File: src/hw/rtl/c_subset_lexer_macros.svh
// Assertion macros shared by the lexer RTL.
`ifndef C_SUBSET_LEXER_MACROS_SVH
`define C_SUBSET_LEXER_MACROS_SVH

// antecedent implies consequent in the same cycle
`define CSL_ASSERT_SAME(label, clk, rst, ante, cons) \
   label: assert property (@(posedge clk) disable iff (rst) (ante) |-> (cons)) \
      else $error("lexer assertion failed");

// antecedent implies consequent in the next cycle
`define CSL_ASSERT_NEXT(label, clk, rst, ante, cons) \
   label: assert property (@(posedge clk) disable iff (rst) (ante) |=> (cons)) \
      else $error("lexer assertion failed");

`endif

File: src/hw/rtl/csl_pkg.sv
// Types, constants and per-byte lexing functions of the C subset lexer.
package csl_pkg;

   localparam int MaxLexemeLen = 128;
   localparam int LenCapInt    = (MaxLexemeLen - 1) > 127 ? 127 : (MaxLexemeLen - 1);
   localparam logic [6:0] LenCap = 7'(LenCapInt);
   localparam int NumKw        = 14;
   localparam int MaxResults   = 4;
   localparam int FifoDepth    = 8;

   localparam logic [3:0] KindKeyword  = 4'd0;
   localparam logic [3:0] KindIdent    = 4'd1;
   localparam logic [3:0] KindInt      = 4'd2;
   localparam logic [3:0] KindFloat    = 4'd3;
   localparam logic [3:0] KindString   = 4'd4;
   localparam logic [3:0] KindChar     = 4'd5;
   localparam logic [3:0] KindOp       = 4'd6;
   localparam logic [3:0] KindSym      = 4'd7;
   localparam logic [3:0] KindErrStr   = 4'd8;
   localparam logic [3:0] KindErrChar  = 4'd9;
   localparam logic [3:0] KindErrByte  = 4'd10;
   localparam logic [3:0] KindEnd      = 4'd11;

   localparam logic [2:0] StripNormal = 3'd0;
   localparam logic [2:0] StripSlash  = 3'd1;
   localparam logic [2:0] StripLine   = 3'd2;
   localparam logic [2:0] StripBlock  = 3'd3;
   localparam logic [2:0] StripStar   = 3'd4;

   localparam logic [2:0] LexIdle  = 3'd0;
   localparam logic [2:0] LexIdent = 3'd1;
   localparam logic [2:0] LexNum   = 3'd2;
   localparam logic [2:0] LexStr   = 3'd3;
   localparam logic [2:0] LexCa    = 3'd4;
   localparam logic [2:0] LexCb    = 3'd5;
   localparam logic [2:0] LexCc    = 3'd6;
   localparam logic [2:0] LexSkip  = 3'd7;

   localparam logic [7:0] ChNewline = 8'h0a;
   localparam logic [7:0] ChQuote   = 8'h22;
   localparam logic [7:0] ChTick    = 8'h27;
   localparam logic [7:0] ChStar    = 8'h2a;
   localparam logic [7:0] ChDot     = 8'h2e;
   localparam logic [7:0] ChSlash   = 8'h2f;
   localparam logic [7:0] ChBslash  = 8'h5c;
   localparam logic [7:0] ChUnder   = 8'h5f;

   typedef struct packed {
      logic [7:0] text_byte;
      logic       end_of_text;
   } req_type;

   typedef struct packed {
      logic [3:0]  token_kind;
      logic [15:0] line_number;
      logic [31:0] start_offset;
      logic [6:0]  lexeme_length;
      logic [3:0]  keyword_index;
      logic [7:0]  first_char;
      logic [7:0]  second_char;
      logic        too_long;
      logic        last_result;
   } rsp_type;

   typedef struct packed {
      logic [2:0]  mode;
      logic [15:0] line;
      logic [31:0] tstart;
      logic [6:0]  tlen;
      logic [13:0] cand;
      logic        dec;
      logic [7:0]  held0;
      logic [7:0]  held1;
      logic        over;
   } lex_state_type;

   typedef struct packed {
      lex_state_type st;
      logic [1:0]    cnt;
      rsp_type       r0;
      rsp_type       r1;
   } lex_out_type;

   function automatic logic [3:0] kw_len(input logic [3:0] k);
      case (k)
         4'd0: kw_len = 4'd3;   4'd1: kw_len = 4'd5;   4'd2: kw_len = 4'd4;
         4'd3: kw_len = 4'd6;   4'd4: kw_len = 4'd4;   4'd5: kw_len = 4'd2;
         4'd6: kw_len = 4'd4;   4'd7: kw_len = 4'd5;   4'd8: kw_len = 4'd3;
         4'd9: kw_len = 4'd2;   4'd10: kw_len = 4'd6;  4'd11: kw_len = 4'd4;
         4'd12: kw_len = 4'd5;  4'd13: kw_len = 4'd8;
         default: kw_len = 4'd0;
      endcase
   endfunction

   function automatic logic [63:0] kw_text(input logic [3:0] k);
      case (k)
         4'd0: kw_text = 64'("tni");
         4'd1: kw_text = 64'("taolf");
         4'd2: kw_text = 64'("rahc");
         4'd3: kw_text = 64'("nruter");
         4'd4: kw_text = 64'("diov");
         4'd5: kw_text = 64'("fi");
         4'd6: kw_text = 64'("esle");
         4'd7: kw_text = 64'("elihw");
         4'd8: kw_text = 64'("rof");
         4'd9: kw_text = 64'("od");
         4'd10: kw_text = 64'("hctiws");
         4'd11: kw_text = 64'("esac");
         4'd12: kw_text = 64'("kaerb");
         4'd13: kw_text = 64'("eunitnoc");
         default: kw_text = '0;
      endcase
   endfunction

   function automatic logic is_space(input logic [7:0] c);
      is_space = (c == 8'h20) || (c >= 8'h09 && c <= 8'h0d);
   endfunction

   function automatic logic is_alpha(input logic [7:0] c);
      is_alpha = (c >= 8'h41 && c <= 8'h5a) || (c >= 8'h61 && c <= 8'h7a);
   endfunction

   function automatic logic is_digit(input logic [7:0] c);
      is_digit = c >= 8'h30 && c <= 8'h39;
   endfunction

   function automatic logic is_op(input logic [7:0] c);
      is_op = c == 8'h2b || c == 8'h2d || c == 8'h2a || c == 8'h2f || c == 8'h25 ||
              c == 8'h3d || c == 8'h3c || c == 8'h3e || c == 8'h26 || c == 8'h7c ||
              c == 8'h21 || c == 8'h5e;
   endfunction

   function automatic logic is_sym(input logic [7:0] c);
      is_sym = c == 8'h28 || c == 8'h29 || c == 8'h7b || c == 8'h7d ||
               c == 8'h2c || c == 8'h3b;
   endfunction

   function automatic rsp_type mk_rsp(input logic [3:0] kind, input logic [15:0] line,
                                      input logic [31:0] start, input logic [6:0] len,
                                      input logic [3:0] kwi, input logic [7:0] c1,
                                      input logic [7:0] c2, input logic over);
      rsp_type r;
      r.token_kind    = kind;
      r.line_number   = line;
      r.start_offset  = start;
      r.lexeme_length = len;
      r.keyword_index = kwi;
      r.first_char    = c1;
      r.second_char   = c2;
      r.too_long      = over;
      r.last_result   = 1'b0;
      return r;
   endfunction

   function automatic lex_state_type grow(input lex_state_type s);
      lex_state_type n;
      n = s;
      if (s.tlen < LenCap) n.tlen = s.tlen + 7'd1;
      else n.over = 1'b1;
      return n;
   endfunction

   function automatic lex_state_type begin_tok(input lex_state_type s,
                                               input logic [31:0] off,
                                               input logic [2:0] mode);
      lex_state_type n;
      n = s;
      n.tstart = off;
      n.tlen   = '0;
      n.over   = 1'b0;
      n.cand   = '1;
      n.dec    = 1'b0;
      n.mode   = mode;
      return n;
   endfunction

   function automatic lex_state_type add_ident(input lex_state_type s, input logic [7:0] c);
      lex_state_type n;
      logic [63:0]   t;
      n = s;
      for (int k = 0; k < NumKw; k++) begin
         t = kw_text(4'(k));
         if (s.tlen >= 7'(kw_len(4'(k))) || t[s.tlen[2:0]*8 +: 8] != c)
            n.cand[k] = 1'b0;
      end
      return grow(n);
   endfunction

   function automatic rsp_type flush_word(input lex_state_type s);
      logic       hit;
      logic [3:0] kwi;
      hit = 1'b0;
      kwi = '0;
      for (int k = NumKw - 1; k >= 0; k--) begin
         if (s.cand[k] && 7'(kw_len(4'(k))) == s.tlen && !s.over) begin
            hit = 1'b1;
            kwi = 4'(k);
         end
      end
      if (s.mode == LexIdent) begin
         if (hit) return mk_rsp(KindKeyword, s.line, s.tstart, s.tlen, kwi, '0, '0, 1'b0);
         return mk_rsp(KindIdent, s.line, s.tstart, s.tlen, '0, '0, '0, s.over);
      end
      return mk_rsp(s.dec ? KindFloat : KindInt, s.line, s.tstart, s.tlen, '0, '0, '0,
                    s.over);
   endfunction

   function automatic lex_out_type lex_idle(input lex_state_type s, input logic [7:0] c,
                                            input logic [31:0] off);
      lex_out_type o;
      o = '0;
      o.st = s;
      if (is_space(c)) begin
         if (c == ChNewline && s.line != 16'hffff) o.st.line = s.line + 16'd1;
      end else if (is_alpha(c) || c == ChUnder) begin
         o.st = add_ident(begin_tok(s, off, LexIdent), c);
      end else if (is_digit(c)) begin
         o.st = grow(begin_tok(s, off, LexNum));
      end else if (c == ChQuote) begin
         o.st = begin_tok(s, off, LexStr);
      end else if (c == ChTick) begin
         o.st = begin_tok(s, off, LexCa);
      end else begin
         o.cnt = 2'd1;
         o.r0  = mk_rsp(is_op(c) ? KindOp : (is_sym(c) ? KindSym : KindErrByte),
                        s.line, off, 7'd1, '0, c, '0, 1'b0);
      end
      return o;
   endfunction

   function automatic lex_out_type flush_then_idle(input lex_state_type s,
                                                   input logic [7:0] c,
                                                   input logic [31:0] off);
      lex_out_type o;
      lex_out_type i;
      lex_state_type t;
      t = s;
      t.mode = LexIdle;
      i = lex_idle(t, c, off);
      o = '0;
      o.st  = i.st;
      o.r0  = flush_word(s);
      o.r1  = i.r0;
      o.cnt = 2'd1 + i.cnt;
      return o;
   endfunction

   function automatic lex_out_type lex_char(input lex_state_type s, input logic [7:0] c,
                                            input logic [31:0] off);
      lex_out_type o;
      lex_out_type i;
      lex_state_type t;
      o = '0;
      o.st = s;
      t = s;
      t.mode = LexIdle;
      case (s.mode)
         LexIdent: begin
            if (is_alpha(c) || is_digit(c) || c == ChUnder) o.st = add_ident(s, c);
            else o = flush_then_idle(s, c, off);
         end
         LexNum: begin
            if (is_digit(c) || (c == ChDot && !s.dec)) begin
               o.st = grow(s);
               if (c == ChDot) o.st.dec = 1'b1;
            end else begin
               o = flush_then_idle(s, c, off);
            end
         end
         LexStr: begin
            if (c == ChQuote) begin
               o.cnt = 2'd1;
               o.r0  = mk_rsp(KindString, s.line, s.tstart, s.tlen, '0, '0, '0, s.over);
               o.st  = t;
            end else begin
               o.st = grow(s);
            end
         end
         LexCa: begin
            o.st.held0 = c;
            o.st.mode  = LexCb;
         end
         LexCb: begin
            if (c == ChTick) begin
               o.cnt = 2'd1;
               o.r0  = mk_rsp(KindChar, s.line, s.tstart, 7'd1, '0, s.held0, '0, 1'b0);
               o.st  = t;
            end else if (s.held0 == ChBslash) begin
               o.st.held1 = c;
               o.st.mode  = LexCc;
            end else if (s.held0 == ChTick) begin
               i = lex_idle(t, c, off);
               o.st  = i.st;
               o.r0  = mk_rsp(KindErrChar, s.line, s.tstart, '0, '0, '0, '0, 1'b0);
               o.r1  = i.r0;
               o.cnt = 2'd1 + i.cnt;
            end else begin
               o.cnt = 2'd1;
               o.r0  = mk_rsp(KindErrChar, s.line, s.tstart, '0, '0, '0, '0, 1'b0);
               o.st.mode = LexSkip;
            end
         end
         LexCc: begin
            o.cnt = 2'd1;
            if (c == ChTick) begin
               o.r0 = mk_rsp(KindChar, s.line, s.tstart, 7'd2, '0, ChBslash, s.held1, 1'b0);
               o.st = t;
            end else begin
               o.r0 = mk_rsp(KindErrChar, s.line, s.tstart, '0, '0, '0, '0, 1'b0);
               o.st.mode = LexSkip;
            end
         end
         LexSkip: begin
            if (c == ChTick) o.st = t;
         end
         default: begin
            o = lex_idle(t, c, off);
         end
      endcase
      return o;
   endfunction

   function automatic lex_out_type lex_end(input lex_state_type s, input logic [31:0] soff);
      lex_out_type o;
      o = '0;
      o.st = s;
      o.st.mode = LexIdle;
      o.r1 = mk_rsp(KindEnd, s.line, soff, '0, '0, '0, '0, 1'b0);
      o.cnt = 2'd1;
      if (s.mode == LexIdent || s.mode == LexNum) begin
         o.r0 = flush_word(s);
         o.cnt = 2'd2;
      end else if (s.mode == LexStr) begin
         o.r0 = mk_rsp(KindErrStr, s.line, s.tstart, '0, '0, '0, '0, 1'b0);
         o.cnt = 2'd2;
      end else if (s.mode == LexCa || s.mode == LexCb || s.mode == LexCc) begin
         o.r0 = mk_rsp(KindErrChar, s.line, s.tstart, '0, '0, '0, '0, 1'b0);
         o.cnt = 2'd2;
      end
      if (o.cnt == 2'd1) o.r0 = o.r1;
      return o;
   endfunction

endpackage

File: src/hw/rtl/c_subset_lexer.sv
// C subset lexer top level: comment stripper, lexer state and result queue.
//
//   channel | direction | payload               | handshake
//   req     | in        | csl_pkg::req_type     | req_valid / req_ready
//   rsp     | out       | csl_pkg::rsp_type     | rsp_valid / rsp_ready
//
// One byte is taken per cycle while req_ready is high; its zero to four results
// enter an eight-entry queue in the same edge and leave it one per cycle on rsp_ready.
// req_ready is high while the queue has room for four results.
// One byte per cycle is sustained if results average one per byte and rsp_ready is high.
// Reset clears all lexer state and the queue; an end result clears the lexer state only.
`include "c_subset_lexer_macros.svh"

module c_subset_lexer (
   input  logic             clock,
   input  logic             reset,
   input  logic             req_valid,
   output logic             req_ready,
   input  csl_pkg::req_type req_data,
   output logic             rsp_valid,
   input  logic             rsp_ready,
   output csl_pkg::rsp_type rsp_data
);

   csl_pkg::lex_state_type lex_ff, lex_in, lex_rst;
   logic [2:0]  strip_ff, strip_in;
   logic [31:0] soff_ff, soff_in;
   csl_pkg::rsp_type fifo_ff [csl_pkg::FifoDepth];
   logic [2:0]  wptr_ff, rptr_ff;
   logic [3:0]  count_ff, count_in;

   csl_pkg::lex_out_type o1, o2, oe;
   csl_pkg::rsp_type res [csl_pkg::MaxResults];
   logic [2:0]  nres;
   logic        acc, pop, endf, call1, call2;
   logic [7:0]  c, ch1;
   logic [31:0] off1;
   logic [2:0]  strip_mid;
   csl_pkg::lex_state_type s1, s2;

   always_comb begin
      lex_rst        = '0;
      lex_rst.mode   = csl_pkg::LexIdle;
      lex_rst.line   = 16'd1;
      lex_rst.cand   = '1;
   end

   assign acc  = req_valid && req_ready;
   assign pop  = rsp_valid && rsp_ready;
   assign c    = req_data.text_byte;
   assign endf = (c == 8'h00) || req_data.end_of_text;

   always_comb begin
      call1     = 1'b0;
      call2     = 1'b0;
      ch1       = c;
      off1      = soff_ff;
      strip_mid = strip_ff;
      if (c != 8'h00) begin
         case (strip_ff)
            csl_pkg::StripSlash: begin
               if (c == csl_pkg::ChSlash) strip_mid = csl_pkg::StripLine;
               else if (c == csl_pkg::ChStar) strip_mid = csl_pkg::StripBlock;
               else begin
                  strip_mid = csl_pkg::StripNormal;
                  call1 = 1'b1;
                  ch1   = csl_pkg::ChSlash;
                  off1  = soff_ff - 32'd1;
                  call2 = 1'b1;
               end
            end
            csl_pkg::StripLine: begin
               if (c == csl_pkg::ChNewline) begin
                  strip_mid = csl_pkg::StripNormal;
                  call1 = 1'b1;
               end
            end
            csl_pkg::StripBlock: begin
               if (c == csl_pkg::ChStar) strip_mid = csl_pkg::StripStar;
            end
            csl_pkg::StripStar: begin
               if (c == csl_pkg::ChSlash) strip_mid = csl_pkg::StripNormal;
               else if (c != csl_pkg::ChStar) strip_mid = csl_pkg::StripBlock;
            end
            default: begin
               if (c == csl_pkg::ChSlash) strip_mid = csl_pkg::StripSlash;
               else begin
                  strip_mid = csl_pkg::StripNormal;
                  call1 = 1'b1;
               end
            end
         endcase
      end
      soff_in = soff_ff + {31'd0, c != 8'h00};
      if (endf && strip_mid == csl_pkg::StripSlash) begin
         call1 = 1'b1;
         ch1   = csl_pkg::ChSlash;
         off1  = soff_in - 32'd1;
      end
   end

   always_comb begin
      o1 = csl_pkg::lex_char(lex_ff, ch1, off1);
      s1 = call1 ? o1.st : lex_ff;
      o2 = csl_pkg::lex_char(s1, c, soff_ff);
      s2 = call2 ? o2.st : s1;
      oe = csl_pkg::lex_end(s2, soff_in);
   end

   always_comb begin
      for (int i = 0; i < csl_pkg::MaxResults; i++) res[i] = '0;
      nres = '0;
      if (call1 && o1.cnt != 2'd0) begin
         res[nres[1:0]] = o1.r0;
         nres = nres + 3'd1;
      end
      if (call1 && o1.cnt == 2'd2) begin
         res[nres[1:0]] = o1.r1;
         nres = nres + 3'd1;
      end
      if (call2 && o2.cnt != 2'd0 && nres < 3'd4) begin
         res[nres[1:0]] = o2.r0;
         nres = nres + 3'd1;
      end
      if (call2 && o2.cnt == 2'd2 && nres < 3'd4) begin
         res[nres[1:0]] = o2.r1;
         nres = nres + 3'd1;
      end
      if (endf && oe.cnt == 2'd2 && nres < 3'd4) begin
         res[nres[1:0]] = oe.r0;
         nres = nres + 3'd1;
      end
      if (endf && nres < 3'd4) begin
         res[nres[1:0]] = oe.r1;
         nres = nres + 3'd1;
      end
      if (nres != 3'd0) res[2'(nres - 3'd1)].last_result = 1'b1;
   end

   always_comb begin
      lex_in   = endf ? lex_rst : s2;
      strip_in = endf ? csl_pkg::StripNormal : strip_mid;
      count_in = count_ff + (acc ? {1'b0, nres} : 4'd0) - {3'd0, pop};
   end

   assign req_ready = count_ff <= 4'(csl_pkg::FifoDepth - csl_pkg::MaxResults);
   assign rsp_valid = count_ff != 4'd0;
   assign rsp_data  = fifo_ff[rptr_ff];

   always_ff @(posedge clock) begin
      if (reset) begin
         lex_ff   <= lex_rst;
         strip_ff <= csl_pkg::StripNormal;
         soff_ff  <= '0;
         wptr_ff  <= '0;
         rptr_ff  <= '0;
         count_ff <= '0;
      end else begin
         if (acc) begin
            lex_ff   <= lex_in;
            strip_ff <= strip_in;
            soff_ff  <= endf ? 32'd0 : soff_in;
            wptr_ff  <= wptr_ff + nres;
         end
         if (pop) rptr_ff <= rptr_ff + 3'd1;
         count_ff <= count_in;
      end
   end

   always_ff @(posedge clock) begin
      if (acc) begin
         for (int i = 0; i < csl_pkg::MaxResults; i++) begin
            if (3'(i) < nres) fifo_ff[wptr_ff + 3'(i)] <= res[i];
         end
      end
   end

   `CSL_ASSERT_SAME(a_count_bound, clock, reset, 1'b1,
                    count_ff <= 4'(csl_pkg::FifoDepth))
   `CSL_ASSERT_SAME(a_end_has_result, clock, reset, acc && endf, nres != 3'd0)
   `CSL_ASSERT_NEXT(a_end_resets, clock, reset, acc && endf,
                    soff_ff == 32'd0 && strip_ff == csl_pkg::StripNormal
                    && lex_ff.line == 16'd1)
   `CSL_ASSERT_NEXT(a_queue_fill, clock, reset, acc && !pop,
                    count_ff == $past(count_ff) + {1'b0, $past(nres)})

endmodule
File: config.mk
export PLATFORM = sky130hd
export DESIGN_NAME = c_subset_lexer
export DESIGN_NICKNAME = d
export VERILOG_FILES = /design/src/hw/rtl/csl_pkg.sv /design/src/hw/rtl/c_subset_lexer.sv
export VERILOG_INCLUDE_DIRS = /design/src /design/src/hw/rtl
export SDC_FILE = /design/constraint.sdc
export NUM_CORES = 2
export LEC_CHECK = 0
export BUFFER_PORTS_ARGS = -buffer_cell sky130_fd_sc_hd__buf_2
export CAP_MARGIN = 20
export CORE_MARGIN = 2
export CORE_UTILIZATION = 40
export DETAILED_ROUTE_END_ITERATION = 8
export MAX_ROUTING_LAYER = met4
export PLACE_DENSITY = 0.66
export SETUP_SLACK_MARGIN = 0.4
export SLEW_MARGIN = 20
export SYNTH_ARGS = -nofsm -noshare
export SYNTH_HDL_FRONTEND = slang
export SYNTH_SLANG_ARGS = --single-unit
File: constraint.sdc
create_clock -name clock -period 19 [get_ports clock]
set_input_delay 1.9 -clock clock [delete_from_list [all_inputs] [get_ports clock]]
set_output_delay 1.9 -clock clock [all_outputs]
set_load 0.05 [all_outputs]
# [Yosys cells after proc, flatten, opt, wreduce, memory -nomap -nowiden]
# Memories as Yosys holds them, arrays and structs flattened. A register that Yosys moved wholly into a read port is not among the register bits.
# Cells that the tools add are included.
[totals] ff_bits=135 ram_bits=648 wordCells=1778 memories=1
[memory_table] memory="fifo_ff" words=8 width=81 rd=1 rd_clocked_by_memory_dff=1 write_ports=4 line="c_subset_lexer.sv:28" source="csl_pkg::rsp_type fifo_ff [csl_pkg::FifoDepth];"
[op_classes] add_sub_neg=26 order_cmp=99 n_eq_ne=242 shift=28 n_mux=1042 n_bitwise=6 reduce_logical=320
[op_table] cell="2-to-1 mux 154 bit" count=24
[op_table] cell="2-to-1 mux 64 bit" count=56
[op_table] cell="2-to-1 mux 90 bit" count=33
[op_table] cell="2-to-1 mux 8 bit" count=315
[op_table] cell="2-to-1 mux 81 bit" count=25
[op_table] cell="bitwise mux 324 bit" count=6
[op_table] cell="2-to-1 mux 324 bit" count=6
[op_table] cell="variable part select 64 x 7 -> 8 bit" count=28
[op_table] cell="inequality test 8 bit" count=140
[op_table] cell="case mux 83 bit (6 select lines)" count=2
[op_table] cell="demux 81 bit (select 2 bit)" count=6
[op_table] cell="2-to-1 mux 4 bit" count=232
[op_table] cell="2-to-1 mux 82 bit" count=11
[op_table] cell="case mux 70 bit (6 select lines)" count=2
[op_table] cell="2-to-1 mux 83 bit" count=10
[op_table] cell="2-to-1 mux 164 bit" count=4
[op_table] cell="2-to-1 mux 89 bit" count=6
[op_table] cell="case mux 81 bit (3 select lines)" count=2
[op_table] cell="2-to-1 mux 173 bit" count=2
[op_table] cell="2-to-1 mux 165 bit" count=2
[op_table] cell="equality test 8 x 6 -> 1 bit, second input constant" count=38
[op_table] cell="2-to-1 mux 1 bit" count=238
[op_table] cell="greater-or-equal comparator 1 x 4 -> 1 bit, first input constant" count=48
[op_table] cell="2-to-1 mux 32 bit" count=6
[op_table] cell="other kinds (57)" count=521

# [Depth between registers and ports, before layout]
[depth] depth_word=106 mapped_depth=37 mapped_depth_nobuf=29

# [Least setup slack after synthesis]
# No wires, ideal clock.
[synth_timing] kind="input to register" start="input port req_data[5] (netlist name)" end="memory fifo_ff[0][0] (netlist name), enable pin" setup_time_ns=0.740 arrival_time_ns=15.903 t_required_ns=18.260 setup_slack_ns=2.356 path_stages=29 path_buffers=8 path_cell_list="buf_2 > or4b_1 > buf_2 > buf_6 > o41ai_4 > o21ai_2 > o32ai_2 > a32o_1 > buf_4 > o211ai_2 > buf_2 > a211o_1 > a21boi_2 > nor2_4 > a21oi_2 > buf_2 > clkbuf_1 > nand2_1 > mux2_2 > ha_1 > inv_1 > a211oi_1 > a211oi_1 > nand2_1 > nand2_1 > inv_1 > clkbuf_1 > o31ai_1 > o41ai_1"
[synth_rtl] item="start, declared" line="c_subset_lexer.sv:19" source="input csl_pkg::req_type req_data,"
[synth_rtl] item="end, declared" line="c_subset_lexer.sv:28"

==> flow_metrics.tcl <==
set metrics [dict create \
    synthCells 7490 \
    reg2reg_depth 26 \
    grt_max_degree 115 \
    p_leak_nw 22.34 \
    internal_power_w 0.004064 \
    slowest_stage "nor3_2" \
    finalPower_w 0.006890 \
    post_cts_buffers 0 \
    slew_headroom 0.1206 \
    finalSetupViolCount 0 \
    worstSetupStartpointType "input port" \
    irDropWorstVdd_mv 0.08671 \
    maxCapViolations 0 \
    clock_power_share 0.276 \
    globalRoute.busiestLayer "met2" \
    report.final.slew_viol_count 0 \
    post-route-period-util 0.6683 \
    routed_via_density 7.252 \
    crit_required_ns 19.32 \
    yosys_warnings 0 \
    io_pins 96 \
    min_path_type "reg2reg" \
    hpwlAfterDp_microns 207900 \
    finClkSkew_ns 0.04484 \
    ys_ff_latch 786 \
    syn_area_per_cell_sq_um 8.469 \
    crit_buf_inv 6 \
    cts-resized-gates 0 \
    cts_hold_buffers 0 \
    dieWidth_microns 402.2 \
    clock_sinks 786 \
    grt_overflow 0 \
    setup_tns_ns 0 \
    holdPathStages 2 \
    fmax_mhz 78.75 \
    final_core_util 0.4370 \
    power_density_mw_per_mm2 99.78 \
    yosys.cell_types.count 129 \
    vias 67670 \
    tritoncts "built" \
    drc 0 \
    place_congestion 1.050 \
    p_sw_frac 0.4101 \
    rows 146 \
    combPwrFrac 0.397 \
    cp_num_cells 28 \
    slowest_delay_ns 0.97 \
    use_met2 0.5409 \
    cts_root_buf "clkbuf_16" \
    start_util 0.4014 \
    numPortBuffers 95 \
    fin_crit_ns 12.70 \
    die_area_sq_mm 0.1618 \
    critPathKind "in2reg" \
    grt_pass1_vias 61610 \
    hold_viol 0 \
    path_clk_slew_ns 0.07 \
    grt_setup_unrepaired "no" \
    synth_edf_count 648 \
    met1_usage 0.5035 \
    track_usage 0.3872 \
    antenna_left 0 \
    seqPwrFrac 0.328 \
    crit_arrival_ns 13.02 \
    nets 7209 \
    critPathMostFrequentCell "nand2_1" \
    die-height_microns 402.2 \
    layout_common_cells "nor2_1 (990), nand2_1 (742), edfxtp_1 (648)" \
    drt_iter0_drc 11510 \
    crit_fanout 57 \
    synth-main-ff-cell "edfxtp_1" \
    grt_pass1_wl_microns 449600 \
    synth-seq-area-share 0.3503 \
    antenna_found_initial 24 \
    area_growth_pct 8.862 \
    crit_path_end_kind "flip-flop" \
    drive_above_1_share 0.1347 \
    dr.pass1.iters 9 \
    p_sw_w 0.002826 \
    use_met3 0.1306 \
    core-area_sq_mm 0.1580 \
    async_flop_share 0 \
    syn-cell-area_sq_mm 0.06343 \
    htree_levels 3 \
    synth_nets 7541 \
    worst_pin_slew_ns 1.319 \
    wl_per_cell_microns 33.97 \
    critical-path-top-delay-family "compound AO/OA/AOI/OAI gates" \
    mostFrequentLayoutCell "nor2_1" \
    clockBufferDepth 3 \
    fillCellCount 15310 \
    numCtsBuffers 92 \
    outcome "completed" \
    clock_latency_ns 0.77 \
    wl_microns 317000 \
]
power by group through the flow:
stage | Combinational [W] | Sequential [W] | Clock, W
2_1_floorplan | 0.00184 | 0.00228 | 0
3_3_place_gp | 0.00262 | 0.00228 | 0
3_5_place_dp | 0.00265 | 0.00229 | 0
4_1_cts | 0.00265 | 0.00226 | 0.00190
5_1_grt | 0.00282 | 0.00227 | 0.00197
6_report | 0.00273 | 0.00226 | 0.00190
synthesized netlist by cell type (all sizes together), types with 33 or more instances:
master  instances  share of area
or3            33         0.0033
a221oi         64         0.0095
nor3          209          0.018
xor2           36         0.0051
mux2           99          0.018
mux4          162          0.058
nand3         199          0.016
inv            67         0.0040
nor4           70         0.0074
and3           63         0.0062
and2           34         0.0034
buf           199          0.015
o22ai         162          0.016
o31ai          67          0.012
nor2         1012          0.060
mux2i         111          0.018
a211o          39         0.0054
dfxtp         138          0.044
xnor2          96          0.013
nand4          71         0.0070
clkbuf        544          0.032
a21oi         588          0.047
a22oi         178          0.021
a211oi        444          0.053
nand2         750          0.044
o211ai        247          0.029
ha             36         0.0071
o221ai         54         0.0075
edfxtp        648           0.31
o21ai         557          0.044
a31oi          48         0.0051
flip-flops by register name, summed over array words and instances (netlist names), named ones only:
signal,cells
soff_ff,32
fifo_ff,648
lex_ff,90
wptr_ff,3
count_ff,4
rptr_ff,3
strip_ff,3
worst register-to-register path: stages, from the launching register on:
cell and delay [ns]:
dfxtp_1 0.55, or3b_2 0.81, o211ai_1 0.27, o21a_1 0.61
a21oi_1 0.36, a211oi_1 0.55, a32o_1 0.76, o211ai_2 0.45
a21o_1 0.39, a221oi_1 0.52, nor2_1 0.39, a21oi_4 0.20
buf_4 0.48, nand2_1 0.20, mux2_2 0.35, ha_1 0.31
inv_1 0.15, o21ai_0 0.10, a211oi_1 0.27, nand2_1 0.14
nand2_1 0.38, inv_1 0.39, a21oi_4 0.57, nor3_4 0.09
nor3_2 0.97, o21ai_4 0.55, buf_4 0.67
cell type report:
class	instances	area, sq um	share of cell area
antenna	27	67.56	0.0009784
multi-input combinational	5893	38600	0.5590
tap	2072	2592	0.03754
inverter	68	255.2	0.003696
timing repair buffer	317	2173	0.03147
sequential	786	22230	0.3220
clock buffer	113	2442	0.03537
clock inverter	55	691.9	0.01002
cells by family (layout without fill, tap and decap cells):
kind of cell,Yosys count,in the layout,share of synthesized area
adders and majority gates,39,39,0.007890
muxes,372,372,0.09267
and+or+nand+nor,2603,2603,0.1857
AOI/OAI and AO/OA,2747,2747,0.2939
xor gates and xnor gates,132,132,0.01846
buffers and inverters,811,553,0.05107
other,0,27,0
DFF,786,786,0.3503
per-stage QoR:
step | instance area (sq um) | instances | hold slack (ns) | setup WS, ns
floorplan | 63430 | 7490 | 0.4275 | 2.356
global placement | 65710 | 9129 | 0.4466 | 6.274
detailed placement | 65740 | 9131 | 0.4448 | 6.072
CTS | 68870 | 9299 | 0.4538 | 6.804
global route | 69050 | 9328 | 0.4709 | 5.964
finish | 69060 | 9331 | 0.4558 | 6.302
metal layers:
layer | up-vias | share of wire
met5 | - | 0
met4 | 0 | 0.052
met3 | 1120 | 0.15
met2 | 5869 | 0.42
met1 | 32470 | 0.38
li1 | 28210 | -
final timing paths:
path                                    to                     start  slack, ns
setup / recovery  fifo_ff[3][42]$_DFFE_PP_               req_data[7]       6.30
hold / removal      lex_ff[6]$_SDFFE_PP0P_    lex_ff[6]$_SDFFE_PP0P_       0.46
setup reg to reg  fifo_ff[3][42]$_DFFE_PP_  strip_ff[0]$_SDFFE_PP0P_       7.04
hold reg to reg     lex_ff[6]$_SDFFE_PP0P_    lex_ff[6]$_SDFFE_PP0P_       0.46
Power figures use the tool's default switching activity.
